`src/design/comment_language_tag_filter_defines.svh`:
```
// ----------------------------------------------------------------------------
// Assertion macros for the comment language tag filter.
// Each macro expands to a concurrent assertion clocked on clk and disabled
// during rst, or to nothing when SYNTH is defined.
// ----------------------------------------------------------------------------
`ifndef COMMENT_LANGUAGE_TAG_FILTER_DEFINES_SVH
`define COMMENT_LANGUAGE_TAG_FILTER_DEFINES_SVH
`ifndef SYNTH
// Property that holds at every clock edge.
`define CTF_ASSERT(label, expr, msg) \
  label: assert property (@(posedge clk) disable iff (rst) (expr)) else $error(msg);
// Property whose consequent holds in the cycle after the antecedent.
`define CTF_ASSERT_NEXT(label, ante, cons, msg) \
  label: assert property (@(posedge clk) disable iff (rst) (ante) |=> (cons)) else $error(msg);
`else
`define CTF_ASSERT(label, expr, msg)
`define CTF_ASSERT_NEXT(label, ante, cons, msg)
`endif
`endif

```
`src/design/ctf_pkg.sv`:
```
// ----------------------------------------------------------------------------
// ctf_pkg
// Types and constants shared by the comment language tag filter modules.
// ----------------------------------------------------------------------------
`default_nettype none

package ctf_pkg;

  // Configuration register indexes and reset values.
  localparam int                   CFG_IDX_W        = 2;
  localparam logic [CFG_IDX_W-1:0] CFG_FILTER_TAG   = 2'd0;
  localparam logic [CFG_IDX_W-1:0] CFG_FILTER_LEN   = 2'd1;
  localparam logic [63:0]          FILTER_TAG_RESET = 64'h0000_0000_0000_6E65;
  localparam logic [3:0]           FILTER_LEN_RESET = 4'd2;

  // Longest language tag that the filter register can hold.
  localparam int         TAG_CHARS = 8;
  localparam logic [3:0] TAG_LEN_MAX = 4'd8;

  // Characters the parser reacts to.
  localparam logic [7:0] CH_SLASH  = 8'h2F;
  localparam logic [7:0] CH_STAR   = 8'h2A;
  localparam logic [7:0] CH_PCT    = 8'h25;
  localparam logic [7:0] CH_LBRACE = 8'h7B;
  localparam logic [7:0] CH_RBRACE = 8'h7D;
  localparam logic [7:0] CH_NL     = 8'h0A;

  typedef enum logic [1:0] {
    MODE_CODE  = 2'd0,
    MODE_BLOCK = 2'd1,
    MODE_LINE  = 2'd2
  } text_mode_t;

  typedef enum logic [1:0] {
    PH_NORMAL = 2'd0,
    PH_TAG    = 2'd1,
    PH_MATCH  = 2'd2,
    PH_REJECT = 2'd3
  } comment_phase_t;

  typedef enum logic [2:0] {
    ST_IDLE,
    ST_FLUSH_RD,
    ST_FLUSH_WR,
    ST_TAIL_PREV,
    ST_TAIL_LAST
  } ctrl_state_t;

  // Commands from the controller to the datapath.
  typedef struct packed {
    logic step;
    logic rd;
    logic push_ram;
    logic push_prev;
    logic push_last;
  } ctf_cmd_t;

  // Status from the datapath to the controller.
  typedef struct packed {
    logic can_push;
    logic step_flush;
    logic step_ram;
    logic flush_last;
  } ctf_stat_t;

endpackage

`default_nettype wire

```
`src/design/ctf_ram.sv`:
```
// ----------------------------------------------------------------------------
// ctf_ram
// Generic single write port RAM with one registered read port.
// ----------------------------------------------------------------------------
`default_nettype none

module ctf_ram #(
  parameter int WIDTH = 8,
  parameter int DEPTH = 18
) (
  input  wire                      clk,
  input  wire                      we,
  input  wire  [$clog2(DEPTH)-1:0] waddr,
  input  wire  [WIDTH-1:0]         wdata,
  input  wire                      re,
  input  wire  [$clog2(DEPTH)-1:0] raddr,
  output logic [WIDTH-1:0]         rdata
);

  logic [WIDTH-1:0] mem [DEPTH];

  // Write port.
  always_ff @(posedge clk) begin
    if (we) begin
      mem[waddr] <= wdata;
    end
  end

  // Registered read port.
  always_ff @(posedge clk) begin
    if (re) begin
      rdata <= mem[raddr];
    end
  end

endmodule

`default_nettype wire

```
`src/design/ctf_ctrl.sv`:
```
// ----------------------------------------------------------------------------
// ctf_ctrl
// Controller: accepts source bytes and sequences the flush of the pending
// buffer, one emitted byte at a time.
// ----------------------------------------------------------------------------
`default_nettype none

module ctf_ctrl (
  input  wire                 clk,
  input  wire                 rst,
  input  wire                 in_valid,
  output logic                in_stall,
  input  ctf_pkg::ctf_stat_t  stat,
  output ctf_pkg::ctf_cmd_t   cmd
);

  ctf_pkg::ctrl_state_t state;
  ctf_pkg::ctrl_state_t state_next;

  // State register.
  always_ff @(posedge clk) begin
    if (rst) begin
      state <= ctf_pkg::ST_IDLE;
    end else begin
      state <= state_next;
    end
  end

  // Next state.
  always_comb begin
    state_next = state;
    case (state)
      ctf_pkg::ST_IDLE: begin
        if (in_valid && stat.can_push && stat.step_flush) begin
          state_next = stat.step_ram ? ctf_pkg::ST_FLUSH_RD : ctf_pkg::ST_TAIL_PREV;
        end
      end
      ctf_pkg::ST_FLUSH_RD: begin
        state_next = ctf_pkg::ST_FLUSH_WR;
      end
      ctf_pkg::ST_FLUSH_WR: begin
        if (stat.can_push) begin
          state_next = stat.flush_last ? ctf_pkg::ST_TAIL_PREV : ctf_pkg::ST_FLUSH_RD;
        end
      end
      ctf_pkg::ST_TAIL_PREV: begin
        if (stat.can_push) begin
          state_next = ctf_pkg::ST_TAIL_LAST;
        end
      end
      ctf_pkg::ST_TAIL_LAST: begin
        if (stat.can_push) begin
          state_next = ctf_pkg::ST_IDLE;
        end
      end
      default: begin
        state_next = ctf_pkg::ST_IDLE;
      end
    endcase
  end

  // Command outputs.
  always_comb begin
    cmd      = '0;
    in_stall = 1'b1;
    case (state)
      ctf_pkg::ST_IDLE: begin
        in_stall = !stat.can_push;
        cmd.step = in_valid && stat.can_push;
      end
      ctf_pkg::ST_FLUSH_RD: begin
        cmd.rd = 1'b1;
      end
      ctf_pkg::ST_FLUSH_WR: begin
        cmd.push_ram = stat.can_push;
      end
      ctf_pkg::ST_TAIL_PREV: begin
        cmd.push_prev = stat.can_push;
      end
      ctf_pkg::ST_TAIL_LAST: begin
        cmd.push_last = stat.can_push;
      end
      default: begin
        cmd = '0;
      end
    endcase
  end

endmodule

`default_nettype wire

```
`src/design/ctf_dp.sv`:
```
// ----------------------------------------------------------------------------
// ctf_dp
// Datapath: configuration registers, comment parser state, pending buffer,
// tag compare and a two entry output queue.
// ----------------------------------------------------------------------------
`default_nettype none
`include "comment_language_tag_filter_defines.svh"

module ctf_dp #(
  parameter int PEND_DEPTH = 18
) (
  input  wire                                 clk,
  input  wire                                 rst,
  input  ctf_pkg::ctf_cmd_t                   cmd,
  output ctf_pkg::ctf_stat_t                  stat,
  input  wire  [7:0]                          in_byte,
  input  wire                                 cfg_we,
  input  wire  [ctf_pkg::CFG_IDX_W-1:0]       cfg_index,
  input  wire  [63:0]                         cfg_data,
  output logic                                out_valid,
  input  wire                                 out_stall,
  output logic [7:0]                          out_byte,
  output logic                                out_last
);

  localparam int IDX_W = $clog2(PEND_DEPTH);
  localparam int CNT_W = ($clog2(PEND_DEPTH + 1) > 4) ? $clog2(PEND_DEPTH + 1) : 4;
  localparam logic [CNT_W-1:0] CNT_FULL    = CNT_W'(PEND_DEPTH);
  localparam logic [CNT_W-1:0] CNT_MAX_TAG = CNT_W'(PEND_DEPTH - 2);
  localparam logic [CNT_W-1:0] CNT_TAG_REG = CNT_W'(ctf_pkg::TAG_CHARS);

  // Configuration registers.
  logic [63:0] filter_tag;
  logic [3:0]  filter_len;

  // Parser state.
  ctf_pkg::text_mode_t     mode, mode_next;
  ctf_pkg::comment_phase_t phase, phase_next;
  logic [CNT_W-1:0]        cnt, cnt_next;
  logic                    ovf, ovf_next;
  logic [63:0]             tag_chars, tag_chars_next;
  logic [7:0]              prevb, prevb_next;
  logic [7:0]              lastb, lastb_next;

  // Flush bookkeeping.
  logic [CNT_W-1:0] flush_num;
  logic [CNT_W-1:0] flush_idx;

  // Step decode.
  logic             full;
  logic [CNT_W-1:0] cnt_a;
  logic             ovf_a;
  logic [3:0]       flen;
  logic             tag_eq;
  logic             tag_match;
  logic             body;
  logic             do_flush;
  logic             emit_one;
  logic [7:0]       emit_b;
  logic             enter_tag;

  // Pending buffer memory.
  logic             ram_we;
  logic [IDX_W-1:0] ram_waddr;
  logic [7:0]       ram_rdata;

  // Output queue.
  logic       push;
  logic [7:0] push_b;
  logic       push_l;
  logic       pop;
  logic       head_v, tail_v;
  logic [7:0] head_b, tail_b;
  logic       head_l, tail_l;

  // Configuration writes.
  always_ff @(posedge clk) begin
    if (rst) begin
      filter_tag <= ctf_pkg::FILTER_TAG_RESET;
      filter_len <= ctf_pkg::FILTER_LEN_RESET;
    end else if (cfg_we) begin
      case (cfg_index)
        ctf_pkg::CFG_FILTER_TAG: filter_tag <= cfg_data;
        ctf_pkg::CFG_FILTER_LEN: filter_len <= cfg_data[3:0];
        default: ;
      endcase
    end
  end

  // Append of the new byte and the tag compare against the current register.
  always_comb begin
    full   = (cnt == CNT_FULL);
    cnt_a  = full ? CNT_FULL : cnt + CNT_W'(1);
    ovf_a  = ovf | full;
    flen   = (filter_len > ctf_pkg::TAG_LEN_MAX) ? ctf_pkg::TAG_LEN_MAX : filter_len;
    // The held tag characters must equal the register over the configured length.
    tag_eq = 1'b1;
    for (int i = 0; i < ctf_pkg::TAG_CHARS; i++) begin
      if ((4'(i) < flen) && (tag_chars[8*i +: 8] != filter_tag[8*i +: 8])) begin
        tag_eq = 1'b0;
      end
    end
    // Tag length is the old count; an overflowed tag never matches.
    tag_match = !ovf_a && (cnt <= CNT_MAX_TAG) && (cnt == CNT_W'(flen)) && tag_eq;
  end

  // Parser next state for one accepted byte.
  always_comb begin
    mode_next      = mode;
    phase_next     = phase;
    cnt_next       = cnt;
    ovf_next       = ovf;
    tag_chars_next = tag_chars;
    prevb_next     = prevb;
    lastb_next     = lastb;
    body           = 1'b0;
    do_flush       = 1'b0;
    emit_one       = 1'b0;
    emit_b         = lastb;
    enter_tag      = 1'b0;

    if (cnt == '0) begin
      // A single pending byte decides nothing yet.
      cnt_next   = CNT_W'(1);
      lastb_next = in_byte;
    end else begin
      prevb_next = lastb;
      lastb_next = in_byte;
      case (mode)
        ctf_pkg::MODE_BLOCK: begin
          if (lastb == ctf_pkg::CH_STAR && in_byte == ctf_pkg::CH_SLASH) begin
            do_flush  = 1'b1;
            mode_next = ctf_pkg::MODE_CODE;
          end else begin
            body = 1'b1;
          end
        end
        ctf_pkg::MODE_LINE: begin
          if (in_byte == ctf_pkg::CH_NL) begin
            do_flush  = 1'b1;
            mode_next = ctf_pkg::MODE_CODE;
          end else begin
            body = 1'b1;
          end
        end
        default: begin
          if (lastb == ctf_pkg::CH_SLASH && in_byte == ctf_pkg::CH_STAR) begin
            do_flush   = 1'b1;
            mode_next  = ctf_pkg::MODE_BLOCK;
            phase_next = ctf_pkg::PH_NORMAL;
          end else if (lastb == ctf_pkg::CH_SLASH && in_byte == ctf_pkg::CH_SLASH) begin
            do_flush   = 1'b1;
            mode_next  = ctf_pkg::MODE_LINE;
            phase_next = ctf_pkg::PH_NORMAL;
          end else begin
            emit_one = 1'b1;
            cnt_next = CNT_W'(1);
          end
        end
      endcase

      if (do_flush) begin
        cnt_next = '0;
        ovf_next = 1'b0;
      end

      // Comment body: tag sections and escaped percent signs.
      if (body) begin
        case (phase)
          ctf_pkg::PH_NORMAL: begin
            if (lastb == ctf_pkg::CH_PCT) begin
              if (in_byte != ctf_pkg::CH_PCT) begin
                phase_next          = ctf_pkg::PH_TAG;
                cnt_next            = CNT_W'(1);
                ovf_next            = 1'b0;
                tag_chars_next[7:0] = in_byte;
                enter_tag           = 1'b1;
              end else begin
                emit_one = 1'b1;
                emit_b   = ctf_pkg::CH_PCT;
                cnt_next = '0;
              end
            end else begin
              emit_one = 1'b1;
              cnt_next = CNT_W'(1);
            end
          end
          ctf_pkg::PH_TAG: begin
            if (in_byte == ctf_pkg::CH_LBRACE) begin
              phase_next = tag_match ? ctf_pkg::PH_MATCH : ctf_pkg::PH_REJECT;
              cnt_next   = '0;
              ovf_next   = 1'b0;
            end else begin
              cnt_next = cnt_a;
              ovf_next = ovf_a;
              // Only the first characters can ever match the register.
              if (cnt < CNT_TAG_REG) begin
                tag_chars_next[{cnt[2:0], 3'b000} +: 8] = in_byte;
              end
            end
          end
          ctf_pkg::PH_MATCH: begin
            emit_one = 1'b1;
            if (in_byte == ctf_pkg::CH_RBRACE) begin
              cnt_next   = '0;
              phase_next = ctf_pkg::PH_NORMAL;
            end else begin
              cnt_next = CNT_W'(1);
            end
          end
          default: begin
            if (in_byte == ctf_pkg::CH_RBRACE) begin
              cnt_next   = '0;
              phase_next = ctf_pkg::PH_NORMAL;
            end else begin
              cnt_next = CNT_W'(1);
            end
          end
        endcase
      end
    end
  end

  // Parser state registers.
  always_ff @(posedge clk) begin
    if (rst) begin
      mode      <= ctf_pkg::MODE_CODE;
      phase     <= ctf_pkg::PH_NORMAL;
      cnt       <= '0;
      ovf       <= 1'b0;
      tag_chars <= '0;
    end else if (cmd.step) begin
      mode      <= mode_next;
      phase     <= phase_next;
      cnt       <= cnt_next;
      ovf       <= ovf_next;
      tag_chars <= tag_chars_next;
    end
  end

  // The newest two pending bytes are kept in registers for the delimiter tests.
  always_ff @(posedge clk) begin
    if (cmd.step) begin
      prevb <= prevb_next;
      lastb <= lastb_next;
    end
  end

  // Flush counters: entries below count minus two come from the memory.
  always_ff @(posedge clk) begin
    if (rst) begin
      flush_num <= '0;
      flush_idx <= '0;
    end else if (cmd.step) begin
      flush_num <= cnt_a - CNT_W'(2);
      flush_idx <= '0;
    end else if (cmd.push_ram) begin
      flush_idx <= flush_idx + CNT_W'(1);
    end
  end

  // The first tag character moves to entry zero when a tag opens.
  assign ram_we    = cmd.step && !full;
  assign ram_waddr = enter_tag ? '0 : cnt[IDX_W-1:0];

  ctf_ram #(
    .WIDTH (8),
    .DEPTH (PEND_DEPTH)
  ) u_pend_ram (
    .clk   (clk),
    .we    (ram_we),
    .waddr (ram_waddr),
    .wdata (in_byte),
    .re    (cmd.rd),
    .raddr (flush_idx[IDX_W-1:0]),
    .rdata (ram_rdata)
  );

  // Status to the controller.
  always_comb begin
    stat.can_push   = !tail_v;
    stat.step_flush = do_flush;
    stat.step_ram   = (cnt_a > CNT_W'(2));
    stat.flush_last = (flush_idx + CNT_W'(1) == flush_num);
  end

  // Select the byte that enters the output queue.
  always_comb begin
    push   = (cmd.step && emit_one) || cmd.push_ram || cmd.push_prev || cmd.push_last;
    push_b = lastb;
    push_l = 1'b1;
    if (cmd.step) begin
      push_b = emit_b;
      push_l = 1'b1;
    end else if (cmd.push_ram) begin
      push_b = ram_rdata;
      push_l = 1'b0;
    end else if (cmd.push_prev) begin
      push_b = prevb;
      push_l = 1'b0;
    end
  end

  // Two entry output queue; the head drives the result port.
  assign pop = head_v && !out_stall;

  always_ff @(posedge clk) begin
    if (rst) begin
      head_v <= 1'b0;
      tail_v <= 1'b0;
    end else if (pop) begin
      if (tail_v) begin
        head_b <= tail_b;
        head_l <= tail_l;
        if (push) begin
          tail_b <= push_b;
          tail_l <= push_l;
        end else begin
          tail_v <= 1'b0;
        end
      end else if (push) begin
        head_b <= push_b;
        head_l <= push_l;
      end else begin
        head_v <= 1'b0;
      end
    end else if (push) begin
      if (!head_v) begin
        head_v <= 1'b1;
        head_b <= push_b;
        head_l <= push_l;
      end else begin
        tail_v <= 1'b1;
        tail_b <= push_b;
        tail_l <= push_l;
      end
    end
  end

  assign out_valid = head_v;
  assign out_byte  = head_b;
  assign out_last  = head_l;

  // Checks on the parser and queue invariants.
  `CTF_ASSERT(a_cnt_range, cnt <= CNT_FULL, "pending count exceeds buffer depth")
  `CTF_ASSERT(a_queue_order, !tail_v || head_v, "queue tail valid while head is empty")
  `CTF_ASSERT(a_ovf_full, !ovf || (cnt == CNT_FULL), "tag overflow set with buffer not full")
  `CTF_ASSERT(a_cnt_tag, (cnt <= CNT_W'(1)) || ((mode != ctf_pkg::MODE_CODE) && (phase == ctf_pkg::PH_TAG)), "pending bytes grow outside a tag")
  `CTF_ASSERT_NEXT(a_flush_clear, cmd.step && do_flush, (cnt == '0) && !ovf, "flush left pending state")

endmodule

`default_nettype wire

```
`src/design/comment_language_tag_filter.sv`:
```
// ----------------------------------------------------------------------------
// comment_language_tag_filter
// Throughput: one byte per cycle while the output queue has room and each byte
// emits at most one byte. Result bytes pass through a registered output queue.
// A comment delimiter with n pending bytes holds the input while the buffer
// flushes: each buffered byte takes a registered read of the pending RAM and a
// push, then the last two bytes come from registers.
// Reset (rst, synchronous): code mode, empty buffer, tag "en" of length 2.
// ----------------------------------------------------------------------------
`default_nettype none

module comment_language_tag_filter #(
  parameter int MAX_TAG = 16
) (
  input  wire                            clk,
  input  wire                            rst,
  input  wire                            in_valid,
  output logic                           in_stall,
  input  wire  [7:0]                     in_byte,
  output logic                           out_valid,
  input  wire                            out_stall,
  output logic [7:0]                     out_byte,
  output logic                           out_last,
  input  wire                            cfg_valid,
  output logic                           cfg_ready,
  input  wire  [ctf_pkg::CFG_IDX_W-1:0]  cfg_index,
  input  wire  [63:0]                    cfg_data
);

  localparam int PEND_DEPTH = MAX_TAG + 2;

  ctf_pkg::ctf_cmd_t  cmd;
  ctf_pkg::ctf_stat_t stat;

  // Configuration writes are always taken.
  assign cfg_ready = 1'b1;

  ctf_ctrl u_ctrl (
    .clk      (clk),
    .rst      (rst),
    .in_valid (in_valid),
    .in_stall (in_stall),
    .stat     (stat),
    .cmd      (cmd)
  );

  ctf_dp #(
    .PEND_DEPTH (PEND_DEPTH)
  ) u_dp (
    .clk       (clk),
    .rst       (rst),
    .cmd       (cmd),
    .stat      (stat),
    .in_byte   (in_byte),
    .cfg_we    (cfg_valid && cfg_ready),
    .cfg_index (cfg_index),
    .cfg_data  (cfg_data),
    .out_valid (out_valid),
    .out_stall (out_stall),
    .out_byte  (out_byte),
    .out_last  (out_last)
  );

endmodule

`default_nettype wire

```
`config.mk`:
```
export PLATFORM = sky130hd
export DESIGN_NAME = comment_language_tag_filter
export DESIGN_NICKNAME = d
export VERILOG_FILES = /design/src/design/ctf_pkg.sv /design/src/design/ctf_ram.sv /design/src/design/ctf_ctrl.sv /design/src/design/ctf_dp.sv /design/src/design/comment_language_tag_filter.sv
export VERILOG_INCLUDE_DIRS = /design/src /design/src/design
export SDC_FILE = /design/constraint.sdc
export NUM_CORES = 1
export LEC_CHECK = 0
export ABC_AREA = 1
export BUFFER_PORTS_ARGS = -buffer_cell sky130_fd_sc_hd__buf_2
export CAP_MARGIN = 0
export CORE_ASPECT_RATIO = 0.5
export CORE_UTILIZATION = 61
export CTS_CLUSTER_DIAMETER = 50
export CTS_CLUSTER_SIZE = 20
export DETAILED_ROUTE_END_ITERATION = 10
export PLACE_DENSITY = 0.78
export SLEW_MARGIN = 20
export SYNTH_ARGS = -nofsm -noshare
export SYNTH_HDL_FRONTEND = slang
export SYNTH_SLANG_ARGS = --single-unit
```
`constraint.sdc`:
```
create_clock -name clk -period 2.99 [get_ports clk]
set_clock_uncertainty 0.05 [all_clocks]
set_input_delay 0 -clock clk [delete_from_list [all_inputs] [get_ports clk]]
set_output_delay 0 -clock clk [all_outputs]
set_load 0.01 [all_outputs]
```
==> results by group <==
Floorplanning
  – Die height: 113.7 µm
  – Die ar.: about 26000 µm²
  – # rows: 40
  – Initial Utilization: between 60 and 70%
  – IO Pins: 91
  – Die width: 225.3 µm
  – CORE AREA: between 20000 and 25000 µm²

Logic synthesis
  – Number of synthesis warnings: 0
  – Post-Synth Adder-Cell Area: 0.6581%
  – Yosys cell types: 44
  – Synth Area in Compound Gates: between 10% and 20%
  – Post-synthesis mux area share: 0%
  – Cell count after synthesis: roughly 1700
  – Combinational family with the most area after synthesis: simple AND/OR/NAND/NOR gates
  – Sequential area share after synthesis: a little under three fifths
  – Xor/xnor share of the synthesized area: 2.879%
  – Synth Cell Area: 15210 µm²
  – Number of synthesized flops with an enable pin: roughly 190
  – FFs w/ async S/R, synth: 0%
  – Net Count, Synth: around 1800
  – Mean Syn Cell Area: 8.921 µm²
  – FF+latch count, synth: approximately 340
  – Simple-gate area share of the yosys netlist: roughly 21%
  – Synth Flop Type: edfxtp_1

Route
  – Wire per inst: approximately 18 µm
  – Via count: 12684
  – DRC viols: 0
  – Pre-antenna DRT Iters: 6
  – Via/cell ratio: around 5.8
  – Routed Antenna Nets: 0
  – WL final: 39800 µm
  – 1st-iter DRT viols: around 1300

Global routing
  – Vias in the first global route: 12127
  – Largest net degree at the start of global routing: 73
  – Overall global routing resource usage: between 30% and 40%
  – Antenna violations before repair: 0
  – First-pass GRT wire length: 63180 µm
  – GRT overflow: 0

Cells and area
  – Post-route cell area: ~17000 µm²
  – N_diodes: 0
  – Nets: 1941
  – Synth-to-Final Area Change: 15.01%
  – Fin cells: 2201
  – Share of cells above drive strength 1: a little over a tenth

Worst hold path
  – Class of the worst hold path: in2reg
  – Hold path startpoint: rst

Setup path
  – CP arrival: roughly 2.8 ns
  – Largest delay share family, worst path: simple AND/OR/NAND/NOR gates
  – Startpoint type of the worst setup path: flop
  – RR Startpoint: u_dp.lastb[7]
  – CP Launch Point: u_dp.lastb[7]
  – Critical-path cell list: inv_1 > nand4_1 > inv_1 > nand2_1 > inv_1 > nand3_1 > nor2_1 > nand2_1 > nand2_1 > nand2_1 > nor2_1
  – CP bufs+invs: 3
  – CP max stage delay: around 0.64 ns
  – CP most frequent cell: nand2_1
  – Critical path type: reg2reg
  – Worst Path Required: 3.11 ns
  – Slowest cell on the critical path: nor2_1
  – CP endpoint kind: flop
  – Highest fanout seen on the critical path: 8

Power
  – Worst ir drop on vdd: 0.3793 mV
  – Leak Pwr: roughly 6.7 nW
  – PD cells: ~510 nW/µm²
  – Total Power: about 8.8 mW

Placed design
  – Routability cong.: 0.9459
  – Post-DP Area: between 15000 and 20000 µm²
  – PortBufs: 89
  – Hpwl dp: between 20000 and 30000 µm
  – Placed insts: ~2100

Timing
  – Post-layout min period: 2.717 ns
  – Max_slew headroom: around 50%
  – Pins Over Slew Limit: 0
  – Final Cycle Share: 90.86%
  – Setup TNS: 0 ns
  – Hold_ws: ~0.016 ns
  – Unrepaired setup endpoints after global routing: no
  – Final hold viol count: 0
  – Worst-Margin Slew: 0.7545 ns
  – Setup-failing EPs final: 0
  – Fmax: roughly 0.37 GHz

Flow run
  – Maximum capacitance violations: 0

Clocking
  – H-tree Lvls: 1
  – Clock buffer depth: 3
  – Post-CTS Setup Bufs: 0
  – CTS Root Cell: clkbuf_16
  – Clk Latency, worst-skew pair: around 0.54 ns
  – Clk pin slew, worst setup/hold paths: 0.08 ns
  – Num Clock Sinks: approximately 340
  – TritonCTS clock tree: built
  – Clock buffer count from CTS: 21

Run status
  – Outcome: finished, final reports clean
what timing repair did:
action	in CTS	in global routing
hold endpoints to repair	102	0
hold buffers	77	0
endpoints found under the setup margin	0	4
gates resized for setup	0	1
registers in the layout, indices dropped and copies added, names as in the netlist, 2 cells and up:
| signal | cells |
|---|---|
| u_dp.cnt | 5 |
| u_dp.phase | 2 |
| u_ctrl.state | 3 |
| u_dp.filter_len | 4 |
| u_dp.out_byte | 8 |
| u_dp.tail_b | 8 |
| u_dp.u_pend_ram.mem | 144 |
| u_dp.lastb | 8 |
| u_dp.flush_num | 5 |
| u_dp.mode | 2 |
| u_dp.flush_idx | 5 |
| u_dp.prevb | 8 |
| u_dp.tag_chars | 64 |
| u_dp.u_pend_ram.rdata | 8 |
| u_dp.filter_tag | 64 |
final cells by class:
class | count | area, µm²
sequential | 343 | 8730
fill | 1766 | 6731
multi-input combinational | 1143 | 5623
timing repair buffer | 212 | 1587
clock buffer | 30 | 579.3
inverter | 133 | 500.5
tap | 336 | 420.4
clock inverter | 4 | 52.55
cell families (layout without fill, tap and decap cells):
kind of cell / Yosys count / after routing
simple gates: 745 / 745
other cells: 1 / 1
xor+xnor: 50 / 50
flops: 343 / 343
compound gates: 339 / 339
buf+inv: 219 / 379
fa+ha+maj: 8 / 8
cells in the final DEF, fill, tap and decap left out, types with 3 or more instances in the layout:
master and count:
nand2_1 314, nor2_1 248, edfxtp_1 186, dfxtp_1 156, o21ai_0 148, a21oi_1 117
inv_1 114, buf_2 89, dlygate4sd3_1 77, nand3_1 74, buf_4 44, nor3_1 41
nand4_1 37, xnor2_1 34, o221ai_1 28, clkbuf_16 21, xor2_1 16, o211ai_1 14
o22ai_1 12, inv_2 10, nand2_2 9, clkinv_1 8, a32oi_1 8, ha_1 8
clkbuf_1 7, nor4_1 6, a31oi_1 4, nor3_2 3, nand3_2 3, nor2_2 3
worst reg2reg max path: stages, from the launching register on:
cell	delay, ns
edfxtp_1	0.39
inv_1	0.09
nand4_1	0.17
inv_1	0.14
nand2_1	0.10
inv_1	0.08
nand3_1	0.12
nor2_1	0.12
nand2_1	0.16
nand2_1	0.12
nand2_1	0.17
nor2_1	0.64
per-stage QoR:
step	utilization (%)	worst slack (ns)
floorplan	-	0.2262
global placement	66.41	0.4774
global route	72.21	0.03418
detailed placement	66.41	0.3790
finish	72.21	0.2732
CTS	72.20	0.3496
path summary, 6_finish.rpt:
check / depth (start not counted) / slack, ns / end
hold reg to reg: 0 / 0.40 / u_dp.prevb[4]
hold / removal: 4 / 0.02 / u_dp.out_valid
setup reg to reg: 11 / 0.27 / u_dp.u_pend_ram.mem[4][5]
setup / recovery: 11 / 0.27 / u_dp.u_pend_ram.mem[4][5]
routing by layer:
| layer | GRT usage (%) | share of wire [%] | up-vias |
|---|---|---|---|
| met2 | 51.19 | 46 | 532 |
| met1 | 43.35 | 43 | 5962 |
| met4 | 10.20 | 3.0 | 0 |
| met3 | 5.770 | 8.1 | 96 |
| met5 | 0 | 0 | - |
| li1 | - | - | 6094 |
power by group:
part	switching, mW	internal, mW
Combinational	0.471	0.266
Clock	1.54	1.45
Sequential	0.0540	5.05
Yosys cell counts (2+ instances only):
master | instances | area share, %
nand2_1 | 315 | 7.8
nor2_1 | 248 | 6.1
edfxtp_1 | 186 | 37
dfxtp_1 | 157 | 21
o21ai_0 | 148 | 4.9
a21oi_1 | 117 | 3.8
inv_1 | 116 | 2.9
nand3_1 | 74 | 2.4
clkbuf_1 | 68 | 1.7
nor3_1 | 42 | 1.4
nand4_1 | 37 | 1.5
xnor2_1 | 34 | 2.0
o221ai_1 | 28 | 1.6
xor2_1 | 16 | 0.92
o211ai_1 | 14 | 0.69
o22ai_1 | 12 | 0.49
buf_2 | 10 | 0.33
inv_2 | 9 | 0.22
a32oi_1 | 8 | 0.46
ha_1 | 8 | 0.66
nand2_2 | 8 | 0.33
clkinv_1 | 7 | 0.17
nor4_1 | 6 | 0.25
a31oi_1 | 4 | 0.16
buf_1 | 3 | 0.074
buf_6 | 3 | 0.22
nand3_2 | 3 | 0.20
nor2_2 | 3 | 0.12
buf_4 | 2 | 0.099
nor2_8 | 2 | 0.26
nor3_2 | 2 | 0.13
o31ai_1 | 2 | 0.099
or2_2 | 2 | 0.082
Note: power is estimated with default switching activity, not from simulation.
